**src/sv/bsc_pkg.sv**
```systemverilog
package bsc_pkg;

  // Fixed field widths of the stream payloads
  localparam int FIELD_W     = 48;
  localparam int BYTE_W      = 8;
  localparam int CFG_INDEX_W = 3;

  localparam int POS_WIDTH_DEF   = 48;
  localparam int QUEUE_DEPTH_DEF = 4;

  localparam logic [BYTE_W-1:0] NEWLINE_BYTE = 8'h0A;

  // Packed widths of the stream ports
  localparam int IN_DATA_W  = 16;
  localparam int IN_USER_W  = 4;
  localparam int OUT_DATA_W = 168;

  typedef enum logic [CFG_INDEX_W-1:0] {
    REG_START_POS_ONE = 3'd0,
    REG_START_POS_TWO = 3'd1,
    REG_COUNT_LIMIT   = 3'd2,
    REG_SILENT_MODE   = 3'd3,
    REG_REPORT_ALL    = 3'd4,
    REG_COUNT_LINES   = 3'd5
  } cfg_reg_t;

  typedef enum logic [2:0] {
    ST_SAME       = 3'd0,
    ST_ONE_LONGER = 3'd1,
    ST_TWO_LONGER = 3'd2,
    ST_DIFFER     = 3'd3,
    ST_ERROR_ONE  = 3'd4,
    ST_ERROR_TWO  = 3'd5
  } status_t;

  typedef enum logic {
    KIND_MISMATCH = 1'b0,
    KIND_FINAL    = 1'b1
  } record_kind_t;

  // One queue entry: the records caused by one input transaction
  typedef struct packed {
    logic                has_mismatch;
    logic                has_final;
    status_t             final_status;
    logic [FIELD_W-1:0]  mm_pos_one;
    logic [FIELD_W-1:0]  mm_pos_two;
    logic [FIELD_W-1:0]  fin_pos_one;
    logic [FIELD_W-1:0]  fin_pos_two;
    logic [FIELD_W-1:0]  line_number;
    logic [BYTE_W-1:0]   mismatch_one;
    logic [BYTE_W-1:0]   mismatch_two;
  } entry_t;

endpackage

```
**src/sv/bsc_front.sv**
```systemverilog
module bsc_front
  import bsc_pkg::*;
#(
  parameter int POS_WIDTH = POS_WIDTH_DEF
) (
  input  logic                   clk,
  input  logic                   rst,
  // configuration write channel
  input  logic                   cfg_valid,
  input  logic [CFG_INDEX_W-1:0] cfg_index,
  input  logic [FIELD_W-1:0]     cfg_data,
  // input stream
  input  logic                   in_accept,
  input  logic [BYTE_W-1:0]      byte_one,
  input  logic [BYTE_W-1:0]      byte_two,
  input  logic                   has_one,
  input  logic                   has_two,
  input  logic                   error_one,
  input  logic                   error_two,
  // queue write side
  output logic                   push,
  output entry_t                 entry
);

  localparam int CMP_W = (POS_WIDTH > FIELD_W) ? POS_WIDTH : FIELD_W;

  // Configuration registers
  logic [FIELD_W-1:0] start_pos_one;
  logic [FIELD_W-1:0] start_pos_two;
  logic [FIELD_W-1:0] count_limit;
  logic               silent_mode;
  logic               report_all;
  logic               count_lines;

  // Comparison state
  logic                 finished, finished_next;
  logic                 differ, differ_next;
  logic [POS_WIDTH-1:0] offset_one, offset_one_next;
  logic [POS_WIDTH-1:0] offset_two, offset_two_next;
  logic [POS_WIDTH-1:0] pairs_done, pairs_done_next;
  logic [POS_WIDTH-1:0] newline_total, newline_total_next;

  logic                 cfg_hit;
  logic                 limit_now;
  logic                 limit_after;
  logic                 mismatch;
  logic [POS_WIDTH-1:0] inc_one, inc_two, inc_pairs, inc_newline;
  status_t              code_status;

  function automatic logic [POS_WIDTH-1:0] sat_inc(input logic [POS_WIDTH-1:0] v);
    return (&v) ? v : v + 1'b1;
  endfunction

  // Decode register index
  always_comb begin
    case (cfg_reg_t'(cfg_index))
      REG_START_POS_ONE, REG_START_POS_TWO, REG_COUNT_LIMIT,
      REG_SILENT_MODE, REG_REPORT_ALL, REG_COUNT_LINES: cfg_hit = cfg_valid;
      default: cfg_hit = 1'b0;
    endcase
  end

  // Hold configuration registers
  always_ff @(posedge clk) begin
    if (rst) begin
      start_pos_one <= '0;
      start_pos_two <= '0;
      count_limit   <= '0;
      silent_mode   <= 1'b0;
      report_all    <= 1'b0;
      count_lines   <= 1'b0;
    end else if (cfg_valid) begin
      case (cfg_reg_t'(cfg_index))
        REG_START_POS_ONE: start_pos_one <= cfg_data;
        REG_START_POS_TWO: start_pos_two <= cfg_data;
        REG_COUNT_LIMIT:   count_limit   <= cfg_data;
        REG_SILENT_MODE:   silent_mode   <= cfg_data[0];
        REG_REPORT_ALL:    report_all    <= cfg_data[0];
        REG_COUNT_LINES:   count_lines   <= cfg_data[0];
        default: ;
      endcase
    end
  end

  assign inc_one     = sat_inc(offset_one);
  assign inc_two     = sat_inc(offset_two);
  assign inc_pairs   = sat_inc(pairs_done);
  assign inc_newline = sat_inc(newline_total);
  assign mismatch    = (byte_one != byte_two);
  assign code_status = differ ? ST_DIFFER : ST_SAME;

  assign limit_now   = (count_limit != '0) &&
                       (CMP_W'(pairs_done) >= CMP_W'(count_limit));
  assign limit_after = (count_limit != '0) &&
                       (CMP_W'(inc_pairs) >= CMP_W'(count_limit));

  // Classify the transaction and build its queue entry
  always_comb begin
    finished_next      = finished;
    differ_next        = differ;
    offset_one_next    = offset_one;
    offset_two_next    = offset_two;
    pairs_done_next    = pairs_done;
    newline_total_next = newline_total;

    entry              = '0;
    entry.final_status = code_status;
    entry.fin_pos_one  = FIELD_W'(offset_one);
    entry.fin_pos_two  = FIELD_W'(offset_two);
    entry.line_number  = count_lines ? FIELD_W'(newline_total) : '0;

    if (in_accept && !finished) begin
      if (limit_now) begin
        entry.has_final = 1'b1;
      end else if (error_one) begin
        entry.has_final    = 1'b1;
        entry.final_status = ST_ERROR_ONE;
      end else if (error_two) begin
        entry.has_final    = 1'b1;
        entry.final_status = ST_ERROR_TWO;
      end else if (!has_one) begin
        entry.has_final = 1'b1;
        if (has_two && !differ) entry.final_status = ST_TWO_LONGER;
      end else if (!has_two) begin
        entry.has_final = 1'b1;
        if (!differ) entry.final_status = ST_ONE_LONGER;
      end else begin
        // Compare one pair and advance positions
        if (!mismatch && count_lines && byte_one == NEWLINE_BYTE) begin
          newline_total_next = inc_newline;
        end
        differ_next        = differ | mismatch;
        offset_one_next    = inc_one;
        offset_two_next    = inc_two;
        pairs_done_next    = inc_pairs;

        entry.has_mismatch = mismatch && !silent_mode;
        entry.mm_pos_one   = FIELD_W'(offset_one);
        entry.mm_pos_two   = FIELD_W'(offset_two);
        entry.mismatch_one = byte_one;
        entry.mismatch_two = byte_two;
        entry.fin_pos_one  = FIELD_W'(inc_one);
        entry.fin_pos_two  = FIELD_W'(inc_two);
        entry.line_number  = count_lines ? FIELD_W'(newline_total_next) : '0;
        entry.final_status = differ_next ? ST_DIFFER : ST_SAME;

        if (mismatch && (silent_mode || !report_all)) begin
          entry.has_final    = 1'b1;
          entry.final_status = ST_DIFFER;
        end else if (limit_after) begin
          entry.has_final = 1'b1;
        end
      end
      if (entry.has_final) finished_next = 1'b1;
    end
  end

  assign push = entry.has_mismatch || entry.has_final;

  // Advance comparison state; any register write restarts it
  always_ff @(posedge clk) begin
    if (rst) begin
      finished      <= 1'b0;
      differ        <= 1'b0;
      offset_one    <= '0;
      offset_two    <= '0;
      pairs_done    <= '0;
      newline_total <= '0;
    end else if (cfg_hit) begin
      finished      <= 1'b0;
      differ        <= 1'b0;
      pairs_done    <= '0;
      newline_total <= '0;
      offset_one    <= POS_WIDTH'(start_pos_one);
      offset_two    <= POS_WIDTH'(start_pos_two);
      case (cfg_reg_t'(cfg_index))
        REG_START_POS_ONE: offset_one <= POS_WIDTH'(cfg_data);
        REG_START_POS_TWO: offset_two <= POS_WIDTH'(cfg_data);
        default: ;
      endcase
    end else begin
      finished      <= finished_next;
      differ        <= differ_next;
      offset_one    <= offset_one_next;
      offset_two    <= offset_two_next;
      pairs_done    <= pairs_done_next;
      newline_total <= newline_total_next;
    end
  end

endmodule

```
**src/sv/bsc_queue.sv**
```systemverilog
module bsc_queue
  import bsc_pkg::*;
#(
  parameter int QUEUE_DEPTH = QUEUE_DEPTH_DEF
) (
  input  logic   clk,
  input  logic   rst,
  input  logic   push,
  input  entry_t push_entry,
  output logic   full,
  input  logic   pop,
  output logic   empty,
  output entry_t head
);

  localparam int PTR_W = (QUEUE_DEPTH > 1) ? $clog2(QUEUE_DEPTH) : 1;
  localparam int CNT_W = $clog2(QUEUE_DEPTH + 1);
  localparam logic [PTR_W-1:0] LAST_SLOT = PTR_W'(QUEUE_DEPTH - 1);
  localparam logic [CNT_W-1:0] FULL_CNT  = CNT_W'(QUEUE_DEPTH);

  entry_t           slots [QUEUE_DEPTH];
  logic [PTR_W-1:0] wr_ptr, rd_ptr;
  logic [CNT_W-1:0] count;
  logic             do_push, do_pop;

  assign full    = (count == FULL_CNT);
  assign empty   = (count == '0);
  assign do_push = push && !full;
  assign do_pop  = pop && !empty;
  assign head    = slots[rd_ptr];

  // Store entries
  always_ff @(posedge clk) begin
    if (do_push) slots[wr_ptr] <= push_entry;
  end

  // Advance pointers and fill count
  always_ff @(posedge clk) begin
    if (rst) begin
      wr_ptr <= '0;
      rd_ptr <= '0;
      count  <= '0;
    end else begin
      if (do_push) wr_ptr <= (wr_ptr == LAST_SLOT) ? '0 : wr_ptr + 1'b1;
      if (do_pop)  rd_ptr <= (rd_ptr == LAST_SLOT) ? '0 : rd_ptr + 1'b1;
      case ({do_push, do_pop})
        2'b10:   count <= count + 1'b1;
        2'b01:   count <= count - 1'b1;
        default: count <= count;
      endcase
    end
  end

endmodule

```
**src/sv/bsc_back.sv**
```systemverilog
module bsc_back
  import bsc_pkg::*;
(
  input  logic                  clk,
  input  logic                  rst,
  // queue read side
  input  logic                  empty,
  input  entry_t                head,
  output logic                  pop,
  // output stream
  output logic                  m_axis_tvalid,
  input  logic                  m_axis_tready,
  output logic [OUT_DATA_W-1:0] m_axis_tdata,
  output logic                  m_axis_tuser,
  output logic                  m_axis_tlast
);

  logic               load;
  logic               emit_mismatch;
  logic               mm_sent;
  record_kind_t       kind;
  status_t            status;
  logic [FIELD_W-1:0] position_one, position_two, line_number;
  logic [BYTE_W-1:0]  mismatch_one, mismatch_two;

  assign load          = !m_axis_tvalid || m_axis_tready;
  assign emit_mismatch = head.has_mismatch && !mm_sent;
  // Keep the entry while its final record is still to follow
  assign pop           = load && !empty && !(emit_mismatch && head.has_final);

  // Load the output register one record at a time
  always_ff @(posedge clk) begin
    if (rst) begin
      m_axis_tvalid <= 1'b0;
      mm_sent       <= 1'b0;
    end else if (load) begin
      m_axis_tvalid <= !empty;
      if (!empty) mm_sent <= emit_mismatch && head.has_final;
    end
  end

  always_ff @(posedge clk) begin
    if (load && !empty) begin
      line_number <= head.line_number;
      if (emit_mismatch) begin
        kind         <= KIND_MISMATCH;
        status       <= ST_DIFFER;
        position_one <= head.mm_pos_one;
        position_two <= head.mm_pos_two;
        mismatch_one <= head.mismatch_one;
        mismatch_two <= head.mismatch_two;
        m_axis_tlast <= 1'b0;
      end else begin
        kind         <= KIND_FINAL;
        status       <= head.final_status;
        position_one <= head.fin_pos_one;
        position_two <= head.fin_pos_two;
        mismatch_one <= '0;
        mismatch_two <= '0;
        m_axis_tlast <= 1'b1;
      end
    end
  end

  assign m_axis_tuser = kind;
  assign m_axis_tdata = {5'b0, mismatch_two, mismatch_one, line_number,
                         position_two, position_one, status};

endmodule

```
**src/sv/byte_stream_comparator.sv**
```systemverilog
// A transaction is classified by the front, held as a queue entry and loaded into
// the output register to go out on m_axis. Throughput: one input transaction per
// cycle while the queue is not full; one record per cycle on the output while
// m_axis_tready is high; a final transaction with a difference gives two records.
// Reset (rst, synchronous) clears the configuration registers, the queue and the
// comparison state; m_axis_tvalid is low until the first record is loaded.
module byte_stream_comparator
  import bsc_pkg::*;
#(
  parameter int POS_WIDTH   = POS_WIDTH_DEF,
  parameter int QUEUE_DEPTH = QUEUE_DEPTH_DEF
) (
  input  logic                   clk,
  input  logic                   rst,
  // configuration write channel
  input  logic                   cfg_valid,
  output logic                   cfg_ready,
  input  logic [CFG_INDEX_W-1:0] cfg_index,
  input  logic [FIELD_W-1:0]     cfg_data,
  // input stream
  input  logic                   s_axis_tvalid,
  output logic                   s_axis_tready,
  input  logic [IN_DATA_W-1:0]   s_axis_tdata,  // byte_one, byte_two
  input  logic [IN_USER_W-1:0]   s_axis_tuser,  // has_one, has_two, error_one, error_two
  // output stream
  output logic                   m_axis_tvalid,
  input  logic                   m_axis_tready,
  // status, position_one, position_two, line_number, mismatch_one, mismatch_two, zero pad
  output logic [OUT_DATA_W-1:0]  m_axis_tdata,
  output logic                   m_axis_tuser,  // record_kind
  output logic                   m_axis_tlast
);

  logic   push, pop, full, empty, in_accept;
  entry_t entry, head;

  assign cfg_ready     = 1'b1;
  assign s_axis_tready = !full;
  assign in_accept     = s_axis_tvalid && s_axis_tready;

  bsc_front #(
    .POS_WIDTH(POS_WIDTH)
  ) u_front (
    .clk      (clk),
    .rst      (rst),
    .cfg_valid(cfg_valid),
    .cfg_index(cfg_index),
    .cfg_data (cfg_data),
    .in_accept(in_accept),
    .byte_one (s_axis_tdata[7:0]),
    .byte_two (s_axis_tdata[15:8]),
    .has_one  (s_axis_tuser[0]),
    .has_two  (s_axis_tuser[1]),
    .error_one(s_axis_tuser[2]),
    .error_two(s_axis_tuser[3]),
    .push     (push),
    .entry    (entry)
  );

  bsc_queue #(
    .QUEUE_DEPTH(QUEUE_DEPTH)
  ) u_queue (
    .clk       (clk),
    .rst       (rst),
    .push      (push),
    .push_entry(entry),
    .full      (full),
    .pop       (pop),
    .empty     (empty),
    .head      (head)
  );

  bsc_back u_back (
    .clk          (clk),
    .rst          (rst),
    .empty        (empty),
    .head         (head),
    .pop          (pop),
    .m_axis_tvalid(m_axis_tvalid),
    .m_axis_tready(m_axis_tready),
    .m_axis_tdata (m_axis_tdata),
    .m_axis_tuser (m_axis_tuser),
    .m_axis_tlast (m_axis_tlast)
  );

endmodule

```
**config.mk**
```make
export PLATFORM = sky130hd
export DESIGN_NAME = byte_stream_comparator
export DESIGN_NICKNAME = d
export VERILOG_FILES = /design/src/sv/bsc_pkg.sv /design/src/sv/bsc_front.sv /design/src/sv/bsc_queue.sv /design/src/sv/bsc_back.sv /design/src/sv/byte_stream_comparator.sv
export SDC_FILE = /design/constraint.sdc
export NUM_CORES = 2
export LEC_CHECK = 0
export ABC_AREA = 1
export BUFFER_PORTS_ARGS = -buffer_cell sky130_fd_sc_hd__buf_2
export CAP_MARGIN = 25
export CORE_MARGIN = 5
export CORE_UTILIZATION = 35
export DETAILED_ROUTE_END_ITERATION = 8
export PLACE_DENSITY = 0.46
export SLEW_MARGIN = 10
export SYNTH_ARGS = -nofsm -noshare
export SYNTH_HDL_FRONTEND = slang
export SYNTH_SLANG_ARGS = --single-unit
```
**constraint.sdc**
```tcl
create_clock -name clk -period 16.15 [get_ports clk]
set_input_delay 0 -clock clk [delete_from_list [all_inputs] [get_ports clk]]
set_output_delay 0 -clock clk [all_outputs]
set_load 0.1 [all_outputs]
```
==> flow_metrics.py <==
metrics = {
    "clock_tree": {
        "cts_root_buffer": "clkbuf_16",
        "post_cts_buffers": 0,
        "h-tree-depth": 4,
        "clk_pin_slew_worst_paths_ns": 0.06,
        "cts_sinks": 1560,
        "clkLatencyLatePin_ns": 0.84,
        "cts_buffers": 177,
        "cts.repair.resized": 0,
        "cts_tree": "yes",
        "clockBufferDepth": 3,
    },
    "synthesis": {
        "syn_area_um2": 71400,
        "synth_common_cells": "1427 x nor2_1, 1208 x edfxtp_1, 1092 x nand2_1",
        "ys_types": 61,
        "synth_seq_cells": 1560,
        "netlist_instances": 7435,
        "synthArstFlopShare_pct": 0,
        "yosys.cell_count.top_type": "nor2_1",
        "syn-mean-instance-area_um2": 9.61,
        "synth_ff_type": "edfxtp_1",
        "synth_top_area_share_pct": 50.8,
        "synth_area_leaders": "edfxtp_1 51%, dfxtp_1 9.9%, nor2_1 7.5%",
        "yosys.area.top_type": "edfxtp_1",
        "seq_area_frac_synth_pct": 60.6,
        "synth-edff-count": 1208,
        "yosys_warnings": 0,
    },
    "sta": {
        "finalSetupViolCount": 0,
        "rsz0062_at_grt": "no",
        "maxSlewViolCount": 0,
        "fin_hold_ws_ns": 0.0494,
        "slew_headroom_pct": 7.76,
        "tns_ns": 0,
        "tightest_slew_ns": 1.38,
        "period_minus_slack_ns": 7.92,
        "fmax_mhz": 126,
        "hold_viol": 0,
        "period_share_pct": 49.0,
        "finClkSkew_ns": 0.0404,
    },
    "worst_setup_path": {
        "arrival_ns": 8.34,
        "critical_path_class": "reg2reg",
        "end_kind": "flip-flop",
        "worstSetupStartpointType": "flip-flop",
        "worstPathMaxFanout": 62,
        "required_ns": 16.58,
    },
    "status": {
        "outcome": "finished clean",
    },
    "pwr": {
        "leakagePower_nw": 29.9,
        "p_seq_share_pct": 38.5,
        "swShare_pct": 40.5,
        "p_switching_mw": 5.52,
        "p_per_area_nw_per_um2": 167,
        "intPower_mw": 8.12,
        "p_clk_share_pct": 28.8,
        "peakVddDrop_mv": 0.143,
        "combPwrFrac_pct": 32.7,
        "p_total_mw": 13.6,
    },
    "placed_design": {
        "dp_hpwl_um": 151000,
        "place_congestion": 0.900,
        "portBuffers": 242,
    },
    "route": {
        "drc": 0,
        "wl_met1_um": 108000,
        "topRoutingLayerUsed": "met5",
        "wire_per_inst_um": 22.3,
        "viasPerCell": 5.18,
        "wl_met2_um": 106000,
        "via_count": 54097,
        "dr.first_iter.drc_count": 4640,
        "dr.pass1.iters": 8,
        "ant_nets": 0,
        "met3_length_um": 11400,
        "wirelength_um": 233000,
    },
    "flow_run": {
        "max-cap-violations": 0,
    },
    "floorplanning": {
        "initial_utilization_pct": 35.3,
        "ios": 249,
        "die_h_um": 462,
        "rows": 165,
        "coreArea_um2": 203000,
        "die_area_um2": 213000,
        "die_x_um": 462,
    },
    "finish": {
        "fin_nets": 7793,
        "drive_above_1_share_pct": 9.10,
        "area_growth_pct": 14.1,
    },
    "global_route": {
        "antenna_found_initial": 39,
        "grt_overflow": 0,
        "grt_max_degree": 218,
        "grt_pass1_wl_um": 343000,
        "grt_usage_pct": 21.2,
        "first_global_vias": 51105,
    },
    "hold_path": {
        "min_path_type": "in2reg",
    },
}
[power by group through the flow]
stage	Sequential (mW)	Combinational, mW	Clock (mW)
final	5.25	4.45	3.93
after floorplan	7.06	1.72	0
after global placement	5.34	4.50	0
after global routing	5.30	4.79	4.21
after CTS	5.27	4.54	4.04
after detailed placement	5.34	4.50	0
[flip-flops by register name (all words and copies together), names as in the netlist, 2 cells and up, named ones only]
| name | cells |
|---|---|
| u_queue.rd_ptr | 2 |
| u_front.newline_total | 48 |
| u_back.mismatch_one | 8 |
| u_front.count_limit | 48 |
| u_back.mismatch_two | 8 |
| u_back.position_one | 48 |
| u_queue.count | 3 |
| u_back.position_two | 48 |
| u_back.line_number | 48 |
| u_front.start_pos_two | 48 |
| u_queue.wr_ptr | 2 |
| u_front.pairs_done | 48 |
| u_back.status | 3 |
| u_front.start_pos_one | 48 |
| u_queue.slots | 1044 |
| u_front.offset_one | 48 |
| u_front.offset_two | 48 |
[layout make-up]
class	count	area [um^2]
well taps	2672	3340
fillers	19972	121000
diodes	9	22.5
multi-input cells	4912	24300
repair buffers	402	2770
clock buffers	239	4810
inverters	557	2110
clock inverters	87	792
flip-flops and latches	1560	43300
[worst max-delay path, cell delays in order (launching register included)]
cell and delay (ns):
dfxtp_1 0.39, ha_1 0.32, inv_2 0.08, nor2_2 0.22
nand2_1 0.15, nor2_1 0.27, nand2_1 0.16, nor2_2 0.38
inv_2 0.45, nand2_1 0.23, ha_1 0.16, nand2_1 0.07
nor2_1 0.17, nand4_1 0.15, nor2_1 0.24, and2_1 0.17
nand2_1 0.05, nand4_1 0.09, nand2_1 0.10, nand3_1 0.08
nand2_1 0.13, nand2_1 0.15, inv_1 0.18, nor2_4 0.75
buf_4 0.66, buf_4 0.65, buf_4 0.86
[layer usage]
layer | global-route usage (%) | up-vias
met5 | 0 | -
met4 | 6.94 | 2
met3 | 3.00 | 369
met2 | 33.3 | 1377
met1 | 30.4 | 26415
li1 | - | 25934
[cell usage in the layout, fill, tap and decap left out, types with 101 or more instances in the layout]
| master | netlist | final |
|---|---|---|
| buf_2 | 69 | 240 |
| nor2_1 | 1427 | 1421 |
| nand3_1 | 295 | 294 |
| edfxtp_1 | 1208 | 1208 |
| o22ai_1 | 147 | 147 |
| clkbuf_16 | 0 | 180 |
| nor3_1 | 101 | 101 |
| a21oi_1 | 261 | 261 |
| inv_1 | 524 | 521 |
| ha_1 | 106 | 106 |
| dfxtp_1 | 352 | 350 |
| a31oi_1 | 112 | 111 |
| nand2_1 | 1092 | 1088 |
| o21ai_0 | 802 | 802 |
| xor2_1 | 135 | 135 |
[repair_timing]
action,4_1_cts,5_1_grt
setup endpoints to repair,0,0
hold endpoints to repair,334,0
hold buffers,92,0
[worst paths after layout]
check | from | end | slack (ns) | cells after the start
hold / removal | m_axis_tready | u_back.m_axis_tvalid | 0.05 | 4
setup reg to reg | u_front.pairs_done[0] | u_queue.slots[3][238] | 8.23 | 26
hold reg to reg | u_front.finished | u_front.finished | 0.47 | 2
setup / recovery | u_front.pairs_done[0] | u_queue.slots[3][238] | 8.23 | 26
[cells by family (layout without fill, tap and decap cells)]
family                     after synthesis  count (layout)  share of synthesized area [%]
buffers and inverters                  967            1285                           5.47
adders and majority gates              107             107                           1.88
and+or+nand+nor                       3116            3116                           18.2
DFF                                   1560            1560                           60.6
muxes                                   45              45                          0.631
AOI/OAI and AO/OA                     1502            1502                           11.5
xor gates and xnor gates               136             136                           1.68
other                                    2              15                         0.0105
[stage by stage]
step	setup slack [ns]	cell area (um^2)	util, %	std cells
finish	8.23	81500	40.2	10438
global route	7.63	81500	40.2	10437
CTS	8.06	81500	40.2	10428
detailed placement	8.10	74900	37.0	10010
global placement	8.23	74900	37.0	10008
floorplan	1.56	71400	-	7439
No activity file was read; power rests on OpenSTA's default activity.
